<file path="src/hw/rtl/stcl_pkg.sv">
// Shared types, command words and constants for the serial text lamp controller.
`timescale 1ns / 1ps

package stcl_pkg;

   localparam int WORD_COUNT   = 8;
   localparam int WORD_MAX_LEN = 8;
   localparam int LEN_W        = 4;
   localparam int LAMP_W       = 3;

   localparam logic [7:0] CR_CODE = 8'd13;

   localparam logic [LAMP_W-1:0] LAMP_ALL   = 3'b111;
   localparam logic [LAMP_W-1:0] LAMP_ONE   = 3'b001;
   localparam logic [LAMP_W-1:0] LAMP_TWO   = 3'b010;
   localparam logic [LAMP_W-1:0] LAMP_THREE = 3'b100;

   typedef logic [7:0] char_type;
   // first character of a line at index 0
   typedef char_type [WORD_MAX_LEN-1:0] line_chars_type;

   typedef struct packed {
      logic [LEN_W-1:0]  len;
      logic [LAMP_W-1:0] mask;
      logic              turn_on;
      line_chars_type    chars;
   } word_entry_type;

   typedef struct packed {
      logic              hit;
      logic [LAMP_W-1:0] mask;
      logic              turn_on;
   } match_type;

   // String literals are right aligned: the last character sits in the low byte.
   function automatic word_entry_type make_word(logic [63:0] text, int len,
                                                logic [LAMP_W-1:0] mask, logic turn_on);
      word_entry_type w;
      int i;
      w.len     = LEN_W'(len);
      w.mask    = mask;
      w.turn_on = turn_on;
      for (i = 0; i < WORD_MAX_LEN; i++) begin
         if (i < len) begin
            w.chars[i] = text[(len - 1 - i) * 8 +: 8];
         end else begin
            w.chars[i] = 8'h00;
         end
      end
      return w;
   endfunction

   localparam word_entry_type WORDS [WORD_COUNT] = '{
      make_word("allon",    5, LAMP_ALL,   1'b1),
      make_word("alloff",   6, LAMP_ALL,   1'b0),
      make_word("oneon",    5, LAMP_ONE,   1'b1),
      make_word("oneoff",   6, LAMP_ONE,   1'b0),
      make_word("twoon",    5, LAMP_TWO,   1'b1),
      make_word("twooff",   6, LAMP_TWO,   1'b0),
      make_word("threeon",  7, LAMP_THREE, 1'b1),
      make_word("threeoff", 8, LAMP_THREE, 1'b0)
   };

endpackage

</file>
<file path="src/hw/rtl/serial_text_command_led_control_core.sv">
// Top level: line buffer, command match and lamp state for serial text commands.
`timescale 1ns / 1ps
//
//  channel | dir | tdata fields (low bit first)
//  --------+-----+-----------------------------------------------------------
//  req_    | in  | rx_byte[7:0]
//  rsp_    | out | lamp_one, lamp_two, lamp_three, recognized, 4'b0 pad
//
//  The result of a byte is loaded into the output register at the edge that accepts the
//  byte; a new byte can be taken every cycle unless a result waits on rsp_tready.
//  The single output register holds that result; req_tready drops only while a
//  result waits and rsp_tready is low.
//  Reset clears the fill position, the lamps and the output valid; no clearing pass.
//  Only the first eight line positions are kept, as no word is longer.

module serial_text_command_led_control_core #(
   parameter int LINE_DEPTH = 10
) (
   input  logic       clock,
   input  logic       reset,
   input  logic       req_tvalid,
   output logic       req_tready,
   input  logic [7:0] req_tdata,   // [7:0] rx_byte
   output logic       rsp_tvalid,
   input  logic       rsp_tready,
   output logic [7:0] rsp_tdata    // [0] lamp_one [1] lamp_two [2] lamp_three
                                   // [3] recognized [7:4] zero
);
   import stcl_pkg::*;

   localparam int POS_W = $clog2(LINE_DEPTH);

   logic [POS_W-1:0]  fill_ff, fill_in;
   logic [LAMP_W-1:0] lamp_ff, lamp_in;
   line_chars_type    line_ff;
   logic              rsp_valid_ff, rsp_valid_in;
   logic [7:0]        rsp_data_ff, rsp_data_in;
   logic              req_fire;
   logic              is_cr;
   match_type         match;

   assign req_tready = !rsp_valid_ff || rsp_tready;
   assign req_fire   = req_tvalid && req_tready;
   assign is_cr      = (req_tdata == CR_CODE);

   stcl_match #(.POS_W(POS_W)) u_match (
      .line_chars(line_ff),
      .fill_pos  (fill_ff),
      .match     (match)
   );

   always_comb begin
      fill_in      = fill_ff;
      lamp_in      = lamp_ff;
      rsp_valid_in = rsp_valid_ff && !rsp_tready;
      rsp_data_in  = rsp_data_ff;
      if (req_fire) begin
         if (is_cr) begin
            fill_in = '0;
            if (match.hit) begin
               lamp_in = match.turn_on ? (lamp_ff | match.mask) : (lamp_ff & ~match.mask);
            end
         end else if (fill_ff == POS_W'(LINE_DEPTH - 1)) begin
            fill_in = '0;
         end else begin
            fill_in = fill_ff + 1'b1;
         end
         rsp_valid_in = 1'b1;
         rsp_data_in  = {4'b0000, is_cr && match.hit, lamp_in};
      end
   end

   always_ff @(posedge clock) begin
      if (reset) begin
         fill_ff      <= '0;
         lamp_ff      <= '0;
         rsp_valid_ff <= 1'b0;
      end else begin
         fill_ff      <= fill_in;
         lamp_ff      <= lamp_in;
         rsp_valid_ff <= rsp_valid_in;
      end
   end

   always_ff @(posedge clock) begin
      rsp_data_ff <= rsp_data_in;
      for (int i = 0; i < WORD_MAX_LEN; i++) begin
         if (req_fire && !is_cr && (fill_ff == POS_W'(i))) begin
            line_ff[i] <= req_tdata;
         end
      end
   end

   assign rsp_tvalid = rsp_valid_ff;
   assign rsp_tdata  = rsp_data_ff;

   a_recog_only_on_cr: assert property (@(posedge clock) disable iff (reset)
      req_fire && !is_cr |=> !rsp_data_ff[3])
      else $error("recognized set for a byte that was not carriage return");

   a_cr_rewinds: assert property (@(posedge clock) disable iff (reset)
      req_fire && is_cr |=> fill_ff == '0)
      else $error("fill position not cleared after carriage return");

   a_lamps_need_hit: assert property (@(posedge clock) disable iff (reset)
      lamp_ff != $past(lamp_ff) |-> rsp_data_ff[3])
      else $error("lamps changed without a recognized command");

   a_fill_in_range: assert property (@(posedge clock) disable iff (reset)
      req_fire && !is_cr |=> (fill_ff == '0) || (fill_ff == $past(fill_ff) + 1'b1))
      else $error("fill position advanced incorrectly");

endmodule

</file>
<file path="src/hw/rtl/stcl_match.sv">
// Parallel compare of the stored line against the eight command words.
`timescale 1ns / 1ps

module stcl_match #(
   parameter int POS_W = 4
) (
   input  stcl_pkg::line_chars_type line_chars,
   input  logic [POS_W-1:0]         fill_pos,
   output stcl_pkg::match_type      match
);
   import stcl_pkg::*;

   always_comb begin
      logic eq;
      match = '0;
      // walk backwards so the first word in the list wins
      for (int k = WORD_COUNT - 1; k >= 0; k--) begin
         eq = (fill_pos == POS_W'(WORDS[k].len));
         for (int i = 0; i < WORD_MAX_LEN; i++) begin
            if ((i < int'(WORDS[k].len)) && (line_chars[i] != WORDS[k].chars[i])) begin
               eq = 1'b0;
            end
         end
         if (eq) begin
            match.hit     = 1'b1;
            match.mask    = WORDS[k].mask;
            match.turn_on = WORDS[k].turn_on;
         end
      end
   end

endmodule
</file>
<file path="config.mk">
export PLATFORM = sky130hd
export DESIGN_NAME = serial_text_command_led_control_core
export DESIGN_NICKNAME = d
export VERILOG_FILES = /design/src/hw/rtl/stcl_pkg.sv /design/src/hw/rtl/serial_text_command_led_control_core.sv /design/src/hw/rtl/stcl_match.sv
export SDC_FILE = /design/constraint.sdc
export NUM_CORES = 1
export LEC_CHECK = 0
export BUFFER_PORTS_ARGS = -buffer_cell sky130_fd_sc_hd__buf_4
export CAP_MARGIN = 5
export CORE_MARGIN = 8
export CORE_UTILIZATION = 45
export CTS_CLUSTER_SIZE = 20
export DETAILED_ROUTE_END_ITERATION = 10
export HOLD_SLACK_MARGIN = 0.1
export PLACE_DENSITY_LB_ADDON = 0.1
export SETUP_SLACK_MARGIN = 0.4
export SYNTH_ARGS = -nofsm -noshare
export SYNTH_HDL_FRONTEND = slang
export SYNTH_SLANG_ARGS = --single-unit
</file>
<file path="constraint.sdc">
create_clock -name clock -period 2.6 [get_ports clock]
set_input_delay 0.26 -clock clock [delete_from_list [all_inputs] [get_ports clock]]
set_output_delay 0.26 -clock clock [all_outputs]
set_load 0.03 [all_outputs]
</file>
# Yosys cells after proc, flatten, opt, wreduce, memory -nomap -nowiden
# Cells that the tools add are included.
# W data, S select, Z words.
word_totals:
  ff_bits: 76
  output_inout_bits: 10
  inputBits: 12
  word_cells: 126
classes:
  eq_ne: 31
  addsub: 1
  n_bitwise: 3
  n_reduce_logical: 17
  mux: 62
ops:
  columns: ["cell", "n"]
  rows:
  - ["$ne A8 B7 Y1 const B", 21]
  - ["$mux W1", 49]
  - ["$mux W5", 8]
  - ["$eq A4 B3 Y1 const B", 4]
  - ["$logic_and A1 B1 Y1", 12]
  - ["$mux W3", 3]
  - ["$eq A4 B2 Y1 const B", 2]
  - ["$eq A4 B4 Y1 const B", 2]
  - ["$eq A8 B4 Y1 const B", 1]
  - ["$mux W4", 2]
  - ["$add A4 B1 Y4 const B", 1]
  - ["$eq A4 B1 Y1 const B", 1]
  - ["$logic_not A4 Y1", 1]
  - ["$and A3 B3 Y3", 1]
  - ["$logic_not A1 Y1", 3]
  - ["$not A3 Y3", 1]
  - ["$or A3 B3 Y3", 1]
  - ["$logic_or A1 B1 Y1", 1]

# Longest topological paths before layout
# Gate-level depths: netlist (run 1).
depth:
  ltp_word: 22
  ltp_mapped: 7

# Modules after synthesis
# A second synthesis (run 1) with hierarchy kept.
hier_totals:
  cells_unflattened: 206
  hier_area_um2: 3088.0
by_module_without_submodules:
  columns: ["mod", "cells_per_inst", "n_inst", "area_per_inst_um2", "seq_area_each_um2"]
  rows:
  - ["serial_text_command_led_control_core", 144, 1, 2646.3, 2202.1]
  - ["stcl_match", 62, 1, 441.7, 0.0]

# Worst setup path before layout (run 1)
# No wires, ideal clock.
synth_path:
  path_kind: "reg-to-reg"
  from: "reg rsp_valid_ff, in the netlist rsp_tvalid"
  to: "reg line_ff[0] (netlist bit), enable pin"
  stages_incl_launch_ff: 7
  synth_period_minus_slack_ps: 2573
  path_buffers: 0
  setup_slack_ps: 27
  required_time_ps: 2217
  setup_time_ps: 383
  t_arrival_ps: 2190
  cell_sequence: "dfxtp_1 -> nand2b_1 -> nand2_1 -> inv_1 -> nand2_1 -> or3_1 -> nor3_1"
synth_via:
  elab_chain_len: 5
synth_rtl:
  columns: ["element", "line", "rtl"]
  rows:
  - ["start, declared", "serial_text_command_led_control_core.sv:36", "logic rsp_valid_ff, rsp_valid_in;"]
  - ["start signal, assigned", "serial_text_command_led_control_core.sv:81", "rsp_valid_ff <= rsp_valid_in;"]
  - ["$logic_not A1 Y1", "serial_text_command_led_control_core.sv:42", "assign req_tready = !rsp_valid_ff || rsp_tready;"]
  - ["$logic_or A1 B1 Y1", "serial_text_command_led_control_core.sv:42", null]
  - ["net req_tready", "serial_text_command_led_control_core.sv:22", "output logic req_tready,"]
  - ["$logic_and A1 B1 Y1", "serial_text_command_led_control_core.sv:43", "assign req_fire = req_tvalid && req_tready;"]
  - ["net req_fire", "serial_text_command_led_control_core.sv:38", "logic req_fire;"]
  - ["$logic_and A1 B1 Y1 (2 in a row)", "serial_text_command_led_control_core.sv:88", "if (req_fire && !is_cr && (fill_ff == POS_W'(i))) begin"]
  - ["end signal, assigned by index", "serial_text_command_led_control_core.sv:89", "line_ff[i] <= req_tdata;"]
  - ["end, declared", "serial_text_command_led_control_core.sv:35", "line_chars_type line_ff;"]
# The timed path passes the listed nets, and every way through them passes these cells.
# A chain may end at the register's enable or synchronous reset.

# Worst setup path in the final report (run 1)
layout_path:
  from: "reg line_ff[3] (netlist bit)"
  to: "reg rsp_data_ff[1], in the netlist rsp_tdata[1], data pin"
layout_via:
  elab_chain_len: 20
  word_cells_on_any_way: 65
  classes_between: "eq/ne: 3; mux: 59; bitwise: 3"
layout_rtl:
  columns: ["element", "line", "rtl"]
  rows:
  - ["$ne A8 B7 Y1", "stcl_match.sv:20", "if ((i < int'(WORDS[k].len)) && (line_chars[i] != WORDS[k].chars[i])) begin"]
  - ["$mux W1 (7 in a row)", "stcl_match.sv:20", null]
  - ["$mux W5 (6 in a row)", "stcl_match.sv:24", "if (eq) begin"]
  - ["$mux W5 (*)", "stcl_match.sv:24", null]
  - ["$not A3 Y3", "serial_text_command_led_control_core.sv:61", "lamp_in = match.turn_on ? (lamp_ff | match.mask) : (lamp_ff & ~match.mask);"]
  - ["$and A3 B3 Y3", "serial_text_command_led_control_core.sv:61", null]
  - ["$mux W3", "serial_text_command_led_control_core.sv:61", null]
  - ["$mux W3 (*)", "serial_text_command_led_control_core.sv:60", "if (match.hit) begin"]
  - ["$mux W3 (*)", "serial_text_command_led_control_core.sv:58", "if (is_cr) begin"]
  - ["end signal, assigned", "serial_text_command_led_control_core.sv:86", "rsp_data_ff <= rsp_data_in;"]
  - ["end, declared", "serial_text_command_led_control_core.sv:37", "logic [7:0] rsp_data_ff, rsp_data_in;"]
# Every way passes the cells marked *; elsewhere a longest branch is shown, timed or not.

==> reports/results.ini, run 1 <==
[clock_tree]
cts-root-buf = clkbuf_8
clk_latency_ps = 350
cts_tree = done
numCtsBuffers = 9
htree_levels = 3
clock_path_buffers = 2
cts_sinks = 76
cts.clk_slew.worst_paths_ps = 80

[timing]
hold_violations = 0
fmax_mhz = 455
finalSetupViolations = 0
hold_ws_ps = 149
clock_skew_ps = 9.90
fin_crit_ps = 2200
tightest_slew_ps = 789
period_share = 0.845
report.final.slew_viol_count = 0
rsz0062_at_grt = yes
fin_tns_setup_ps = 0
maxSlewHeadroom = 0.472

[worst_hold_path]
min_to = fill_ff[2]
hp-start = reset
holdCritPathClass = input port to flop
holdPathStages = 2

[place]
io_buffers = 17
place.gp.congestion = 0.830
dp_hpwl_mm = 5.06

[floorplan]
die_h_um = 100
core_um2 = 6790
num_rows = 30
io_pins = 22
die_area_um2 = 9990
fp.dieW_um = 100
initial_utilization = 0.467

[setup_path]
crit_arrival_ps = 2290
critPathCaptureType = flop
ff2ff_setup_slack_ps = 400
startpoint_type = flop
r2r_cells = 7
r2r-start = line_ff[3]
path_class = flop to flop
timing.rr.end = rsp_tdata[1]
worstPathRequired_ps = 2690
crit_fanout = 3

[route]
dr.pass1.iters = 4
antenna_left = 0
post-route-drc-count = 0
routedWlPerCell_um = 19.4
drt-initial-drc-count = 109
wirelength_mm = 7.10
via_per_inst = 5.59
vias = 2039

[synthesis]
synth_area_um2 = 3170
synth_enable_flop_cells = 68
syn_avg_cell_area_um2 = 14.1
synth_ff_type = edfxtp_1
ys_types = 39
synthArstFlopShare = 0
postSynthCellCount = 225
ys_ff_latch = 76
synth_seq_area_share = 0.694
synth_warnings = 0

[finish]
layout_common_cells = edfxtp_1 (68), buf_4 (34), nor2_1 (17)
nFillCells = 559
synthToLayoutAreaGrowth_pct = 20.6
diodes = 0
mostFrequentLayoutCell = edfxtp_1
fin_nets = 276
drive_gt1_frac = 0.275

[pwr]
report.power.total_mw = 2.39
peakVddDrop_v = 0.000424
powerDensity_nw_per_um2 = 625
p_leak_nw = 1.27

[global_routing]
antenna_found_initial = 0
grt_pass1_wl_mm = 11.0
first_global_vias = 1979
globalRouteOverflowTotal = 0
grt_max_degree = 15
grt_usage = 0.150

[status]
outcome = complete, no violations

[job]
cap_violations = 0

==> final cells by class <==
cell class,count,area (µm²),share of cell area
inverter,5,18.8,0.00491
clock buffer,10,128,0.0334
sequential,76,2200,0.576
multi-input combinational,138,1030,0.269
clock inverter,6,71.3,0.0187
timing repair buffer,34,255,0.0668
tap,96,120,0.0314
==> per-layer routing <==
layer / vias to the layer above / wire (µm) / GRT usage
met5: - / 0 / 0
met4: 0 / 161 / 0.0803
met3: 12 / 426 / 0.0353
met2: 65 / 3330 / 0.236
met1: 1009 / 3180 / 0.188
li1: 953 / - / -
==> Yosys cell counts (2+ instances only) <==
cell      count  area share
mux2_1        2      0.0071
and4bb_2      2      0.0079
nor3b_1       2      0.0047
nor4bb_1     10       0.032
nor4_1        5      0.0099
nor2_1       18       0.021
nand2_1      16       0.019
and2_1        3      0.0059
mux2_2        3       0.011
nand4_1      11       0.022
nor4b_1       5       0.014
a22oi_1       2      0.0047
a21oi_1       6      0.0095
nand3_1       5      0.0079
inv_1         5      0.0059
clkbuf_1      5      0.0059
dfxtp_1       8       0.050
nand4b_1      3      0.0083
nor2b_1       7       0.014
nor3_1        8       0.013
o21ai_0       4      0.0063
nand2b_1      4      0.0079
edfxtp_1     68        0.64
buf_4         4      0.0095
and4b_1       5       0.016
==> cells by family after synthesis <==
kind of cell	count (synthesis)	synth area share
simple gates	110	0.218
flops	76	0.694
compound gates	18	0.0446
buf+inv	14	0.0213
mux	6	0.0209
other cells	1	0.00118
==> worst max-delay path, cell delays in order, from the launching register on <==
cell and delay [ps]:
edfxtp_1 430, nor4bb_2 340, nand4_1 130, buf_4 170, nor4_4 300, o21ai_2 120
nor2_1 140, mux2_4 320
==> where the power goes <==
group          internal (mW)  switching (mW)
logic                 0.0446          0.0851
registers               1.36          0.0146
clock network          0.452           0.436
==> through the flow <==
step | setup WS [ps] | cell area, µm² | util | instances
after floorplan | 362 | 3200 | - | 228
after global placement | 192 | 3500 | 0.515 | 345
after detailed placement | 209 | 3500 | 0.515 | 345
after CTS | 403 | 3750 | 0.552 | 362
after global routing | 266 | 3820 | 0.563 | 365
final | 402 | 3820 | 0.563 | 365
==> state kept, by name, summed over array words and instances (netlist names) <==
signal / cells
line_ff: 64
lamp_ff: 3
rsp_tdata: 4
rsp_tvalid: 1
fill_ff: 4
==> how the worst max path moves through the flow <==
stage | start | to | cells past startpoint
after floorplan | rsp_tvalid | line_ff[16] | 6
after global placement | line_ff[44] | rsp_tdata[2] | 6
after detailed placement | line_ff[44] | rsp_tdata[2] | 6
after CTS | line_ff[1] | rsp_tdata[1] | 6
after global routing | line_ff[3] | rsp_tdata[1] | 7
final | line_ff[3] | rsp_tdata[1] | 7
==> what timing repair did <==
action                                  in CTS  in global routing
endpoints found under the setup margin       6                 14
hold buffers                                 0                  0
endpoints found under the hold margin        0                  0
setup buffers                                1                  3
resized for setup                            7                 11
pin swaps                                    3                  5
Power figures use the tool's default switching activity.
==> inputs of run 2 (changes only) <==
--- a/config.mk
+++ b/config.mk
@@ -5,6 +5,7 @@
 export SDC_FILE = /design/constraint.sdc
 export NUM_CORES = 1
 export LEC_CHECK = 0
+export ABC_AREA = 1
 export BUFFER_PORTS_ARGS = -buffer_cell sky130_fd_sc_hd__buf_4
 export CAP_MARGIN = 5
 export CORE_MARGIN = 8
==> constraint.sdc (replaced) <==
create_clock -name clock -period 2.2 [get_ports clock]
set_input_delay 0.22 -clock clock [delete_from_list [all_inputs] [get_ports clock]]
set_output_delay 0.22 -clock clock [all_outputs]
set_load 0.03 [all_outputs]
==> reports/results.ini, run 2 <==
[status]
outcome = complete, no violations

[route]
routed.top_layer = met4
m1WireLength_mm = 3.35  ; +5.4%
vias = 2469  ; +21%
dr.pass1.iters = 4  ; unchanged
routedWlPerCell_um = 13.9  ; -29%
via_per_inst = 4.69  ; -16%
routed-wl-met2_mm = 3.43  ; +2.9%
post-route-drc-count = 0  ; unchanged
met3WireLength_um = 347  ; -19%
drt-initial-drc-count = 89  ; -18%
antenna_left = 0  ; unchanged
wirelength_mm = 7.30  ; +2.9%

[timing]
fmax_mhz = 578  ; +27%
period_share = 0.786  ; -0.0588
fin_crit_ps = 1730  ; -467 ps
finalSetupViolations = 0  ; unchanged
hold_violations = 0  ; unchanged
fin_tns_setup_ps = 0  ; unchanged
clock_skew_ps = 8.38  ; -1.52 ps
report.final.slew_viol_count = 0  ; unchanged
rsz0062_at_grt = yes

[setup_path]
startpoint = line_ff[28]
path_class = flop to flop
ff2ff_setup_slack_ps = 470  ; +70 ps
worstPathRequired_ps = 2310  ; -380 ps
critPathCaptureType = flop
crit_fanout = 3  ; unchanged
timing.rr.end = rsp_tdata[2]
r2r-start = line_ff[28]
startpoint_type = flop
crit_arrival_ps = 1840  ; -450 ps
r2r_cells = 12  ; +5

[finish]
layout_common_cells = nand2_1 (88), edfxtp_1 (68), nor2_1 (64)
max_flop_register = line_ff
largest_reg_flops = 64  ; unchanged
multi_input_area_um2 = 1250  ; +21%
seq_area_um2 = 2200  ; about the same
mostFrequentLayoutCell = nand2_1
diodes = 0  ; unchanged
fin_nets = 432  ; +57%
drive_gt1_frac = 0.224  ; -0.0516
synthToLayoutAreaGrowth_pct = 19.2
nFillCells = 687  ; +23%
final_cell_count_no_fill = 527  ; +44%

[global_routing]
grt_usage = 0.141  ; -0.00946
antenna_found_initial = 0  ; unchanged
globalRouteOverflowTotal = 0  ; unchanged
grt_pass1_wl_mm = 11.8  ; +7.1%
grt_max_degree = 15  ; unchanged
first_global_vias = 2467  ; +25%

[synthesis]
postSynthCellCount = 387  ; +72%
synth.most_common_cell = nand2_1
synth_warnings = 0  ; unchanged
synth_ff_type = edfxtp_1
synthArstFlopShare = 0  ; unchanged
synth_top_area_share = 0.571  ; -0.0724
synth_common_cells = nand2_1 (93), nor2_1 (80), edfxtp_1 (68)
syn_avg_cell_area_um2 = 9.23  ; -34%
ys_ff_latch = 76  ; unchanged
ys_types = 28  ; -28%
synth_seq_area_share = 0.616  ; -0.0780
synth_area_um2 = 3570  ; +13%
yosys.area.top_type = edfxtp_1
synth_enable_flop_cells = 68  ; unchanged
synth.area.top_cells = edfxtp_1 (57%), nand2_1 (9.8%), nor2_1 (8.4%)

[floorplan]
die_h_um = 105  ; +5.2%
die_area_um2 = 11000  ; +11%
io_pins = 22  ; unchanged
core_um2 = 7730  ; +14%
num_rows = 32  ; +6.7%
initial_utilization = 0.462  ; -0.00442
fp.dieW_um = 105  ; +5.2%

[pwr]
p_leak_nw = 1.64  ; +29%
powerDensity_nw_per_um2 = 675  ; +8.0%
peakVddDrop_v = 0.000437  ; +3.1%

[clock_tree]
cts_tree = done
numCtsBuffers = 9  ; unchanged
cts_sinks = 76  ; unchanged
cts-root-buf = clkbuf_8
clock_path_buffers = 2  ; unchanged
htree_levels = 3  ; unchanged
cts.clk_slew.worst_paths_ps = 80  ; about the same
clk_latency_ps = 350  ; about the same

[worst_hold_path]
min_to = rsp_tvalid
holdCritPathClass = input port to flop
holdPathStages = 3  ; +1
hp-start = req_tvalid

[job]
cap_violations = 0  ; unchanged

[place]
dp_hpwl_mm = 5.35  ; +5.6%
place_inst = 505  ; +46%
place.gp.congestion = 0.819  ; -1.4%
io_buffers = 17  ; unchanged

## run 2: changes by cell type in the layout (fill, tap and decap cells not counted), sizes merged, moves of 6 or more
| cell | delta |
|---|---|
| buf | -11 |
| inv | +58 |
| nand2 | +84 |
| nand3 | +17 |
| nor2 | +71 |
| nor2b | -6 |
| nor4bb | -10 |
## run 2: cell type report
cell class / count / share of cell area
sequential: 76 / 0.517
multi-input combinational: 246 / 0.293
timing repair buffer: 24 / 0.0576
inverter: 63 / 0.0555
tap: 102 / 0.0300
clock buffer: 9 / 0.0291
clock inverter: 7 / 0.0173
## run 2: worst max-delay path, stage by stage, from the launching register on
cell and delay, ps:
edfxtp_1 390, inv_1 60, nand2_1 50, nor2_2 150
nand2_2 90, nor2_4 170, nand3_4 110, nor2_2 130
nor2_2 50, nand2_2 90, nand3_1 90, nand2_2 90
inv_1 40
## run 2: how the worst max path moves through the flow
| stage | depth (start not counted) | slack, ps | endpoint |
|---|---|---|---|
| after detailed placement | 12 | 410 | rsp_tdata[2] |
| after global routing | 12 | 330 | rsp_tdata[2] |
| after global placement | 12 | 440 | rsp_tdata[2] |
| after CTS | 12 | 410 | rsp_tdata[2] |
| final | 12 | 470 | rsp_tdata[2] |
| after floorplan | 5 | 430 | line_ff[0] |
## run 2: metal layers
metal | GRT usage | vias up
met5 | 0 | -
met1 | 0.177 | 1105
li1 | - | 1298
met2 | 0.216 | 51
met4 | 0.0815 | 0
met3 | 0.0362 | 15
## run 2: logic make-up (layout without fill, tap and decap cells)
family / Yosys count / in the layout / synth area share
and+or+nand+nor: 232 / 232 / 0.287
buffers and inverters: 68 / 103 / 0.0760
DFF: 76 / 76 / 0.616
AOI/OAI and AO/OA: 10 / 10 / 0.0193
other: 1 / 4 / 0.00105
## run 2: timing repair
| item | CTS | global route |
|---|---|---|
| buffers inserted | 0 | 5 |
| pin swaps | 0 | 3 |
| endpoints found under the hold margin | 4 | 0 |
| endpoints found under the setup margin | 1 | 71 |
| hold buffers | 1 | 0 |
| cloned | 0 | 0 |
| gates resized for setup | 1 | 20 |
## run 2: stage by stage
step                      instance area [µm²]  setup WS [ps]  power (mW)   util  hold WS [ps]
after floorplan                          3660            429        1.77      -           289
after global placement                   3890            442        1.84  0.503           453
after detailed placement                 3890            413        1.85  0.503           457
after CTS                                4100            407        2.89  0.530           112
after global routing                     4260            333        2.98  0.551           121
final                                    4260            470        2.87  0.551           129
## run 2: power by group
group / leakage [nW] / internal [mW] / switching (mW)
sequential: 0.687 / 1.61 / 0.0216
clock: 0.102 / 0.530 / 0.518
combinational: 0.852 / 0.0635 / 0.132
total: 1.64 / 2.20 / 0.671
==> inputs of run 3 (changes only) <==
==> constraint.sdc (replaced) <==
create_clock -name clock -period 1.7 [get_ports clock]
set_input_delay 0.17 -clock clock [delete_from_list [all_inputs] [get_ports clock]]
set_output_delay 0.17 -clock clock [all_outputs]
set_load 0.03 [all_outputs]
==> reports/results.ini, run 3 (synthesis gave the netlist of run 2 again) <==
[status]
outcome = finished with violations
violations = negative setup slack

[setup_path]
ff2ff_setup_slack_ps = -50  ; -520 ps
worstPathRequired_ps = 1910  ; -400 ps
crit_end = rsp_tdata[3]
startpoint_type = flop
r2r_cells = 12  ; unchanged
timing.rr.end = rsp_tdata[3]
path_class = flop to flop
critPathCaptureType = flop
crit_arrival_ps = 1960  ; +120 ps
crit_fanout = 3  ; unchanged
startpoint = line_ff[39]
r2r-start = line_ff[39]

[clock_tree]
clk_latency_ps = 350  ; about the same
numCtsBuffers = 9  ; unchanged
cts.clk_slew.worst_paths_ps = 80  ; about the same
cts_tree = done
clock_path_buffers = 2  ; unchanged
cts-root-buf = clkbuf_8
htree_levels = 3  ; unchanged
cts_sinks = 76  ; unchanged

[route]
routedWlPerCell_um = 14.7  ; +6.3%
post-route-drc-count = 0  ; unchanged
dr.pass1.iters = 4  ; unchanged
wirelength_mm = 8.24  ; +13%
vias = 2721  ; +10%
via_per_inst = 4.87  ; +3.9%
drt-initial-drc-count = 126  ; +42%
antenna_left = 0  ; unchanged

[finish]
diodes = 0  ; unchanged
finish.utilization = 0.607  ; +0.0560
synthToLayoutAreaGrowth_pct = 31.3
max_flop_register = line_ff
mostFrequentLayoutCell = nand2_1
largest_reg_flops = 64  ; unchanged
fin_nets = 464  ; +7.4%
layout_common_cells = nand2_1 (76), edfxtp_1 (68), nor2_1 (57)
drive_gt1_frac = 0.328  ; +0.105
nFillCells = 662  ; -3.6%

[pwr]
report.power.total_mw = 3.76  ; +31%
peakVddDrop_v = 0.000615  ; +41%
combPwrFrac = 0.084  ; +0.016
p_seq_frac = 0.560  ; -0.007
p_leak_nw = 1.83  ; +11%
p_switching_mw = 0.887  ; +32%
powerDensity_nw_per_um2 = 802  ; +19%
swShare = 0.236  ; +0.00213
power.internal_mw = 2.88  ; +31%
clkPwrFrac = 0.356  ; -0.009

[timing]
period_share = 1.03  ; +0.245
hold_violations = 0  ; unchanged
fin_crit_ps = 1750  ; +23.2 ps
report.final.slew_viol_count = 0  ; unchanged
fmax_mhz = 570  ; -1.3%
finalSetupViolations = 3  ; +3
rsz0062_at_grt = yes
setup_ws_ps = -53.4  ; -523 ps
clock_skew_ps = 8.21  ; -0.171 ps

[job]
cap_violations = 0  ; unchanged

[place]
io_buffers = 17  ; unchanged
place.gp.congestion = 0.856  ; +4.5%
dp_hpwl_mm = 5.82  ; +8.9%

[global_routing]
grt_usage = 0.153  ; +0.0116
antenna_found_initial = 0  ; unchanged
grt_max_degree = 14  ; -1
globalRouteOverflowTotal = 0  ; unchanged
grt_pass1_wl_mm = 13.2  ; +12%
first_global_vias = 2719  ; +10%

[floorplan]
die_area_um2 = 11000  ; unchanged
fp.dieW_um = 105  ; unchanged
initial_utilization = 0.462  ; unchanged
core_um2 = 7730  ; unchanged
num_rows = 32  ; unchanged
io_pins = 22  ; unchanged
die_h_um = 105  ; unchanged

[worst_hold_path]
holdCritPathClass = input port to flop

## run 3: final cells by class
class                      count  area (µm²)  area share
clock buffer                  10         128      0.0272
multi-input combinational    246        1390       0.297
sequential                    76        2220       0.473
tap                          102         128      0.0272
inverter                      63         250      0.0533
timing repair buffer          56         509       0.109
clock inverter                 6        63.8      0.0136
## run 3: power by group through the flow
stage	Clock (mW)	Combinational, mW	Sequential [mW]
4_1_cts	1.36	0.296	2.11
5_1_grt	1.46	0.342	2.11
6_report	1.34	0.316	2.11
3_5_place_dp	0	0.273	2.15
2_1_floorplan	0	0.138	2.16
3_3_place_gp	0	0.270	2.15
## run 3: layer usage
layer	track usage	vias to the layer above	share of wire
met5	0	-	0
met4	0.0499	0	0.012
met3	0.0356	13	0.054
met2	0.259	84	0.49
met1	0.187	1258	0.44
li1	-	1366	-
## run 3: worst min-delay path by stage
| stage | end | startpoint | cells after the start | slack [ps] |
|---|---|---|---|---|
| floorplan | rsp_tvalid | reset | 1 | 230 |
| global placement | rsp_tvalid | reset | 2 | 390 |
| detailed placement | rsp_tvalid | reset | 2 | 390 |
| CTS | line_ff[48] | req_tdata[0] | 1 | 100 |
| global route | line_ff[35] | req_tdata[3] | 1 | 110 |
| finish | line_ff[58] | req_tdata[2] | 1 | 120 |
## run 3: timing repair
action / in CTS / in global routing
setup buffers: 8 / 6
endpoints found under the setup margin: 71 / 77
hold buffers: 4 / 3
endpoints found under the hold margin: 10 / 4
pin swaps: 10 / 28
gates resized for setup: 19 / 41
## run 3: per-stage QoR
| step | setup slack (ps) | area (µm²) | setup TNS, ps | std cells | hold WS (ps) |
|---|---|---|---|---|---|
| after floorplan | 116 | 3720 | 0 | 390 | 229 |
| after global placement | -54.9 | 4150 | -144 | 523 | 395 |
| after detailed placement | -101 | 4150 | -297 | 523 | 391 |
| after CTS | -12.6 | 4500 | -12.6 | 551 | 102 |
| after global routing | -165 | 4690 | -885 | 559 | 110 |
| final | -53.4 | 4690 | -139 | 559 | 120 |
## run 3: worst max-delay path, cell delays in order (launching register included)
cell,delay (ps)
edfxtp_1,390
inv_1,70
nand2_1,60
nor2_2,150
nand2_2,90
nor2_4,190
nand2_4,100
nor2_4,110
nor2_2,50
buf_4,130
o211ai_1,110
nor2_1,60
nor2_1,90
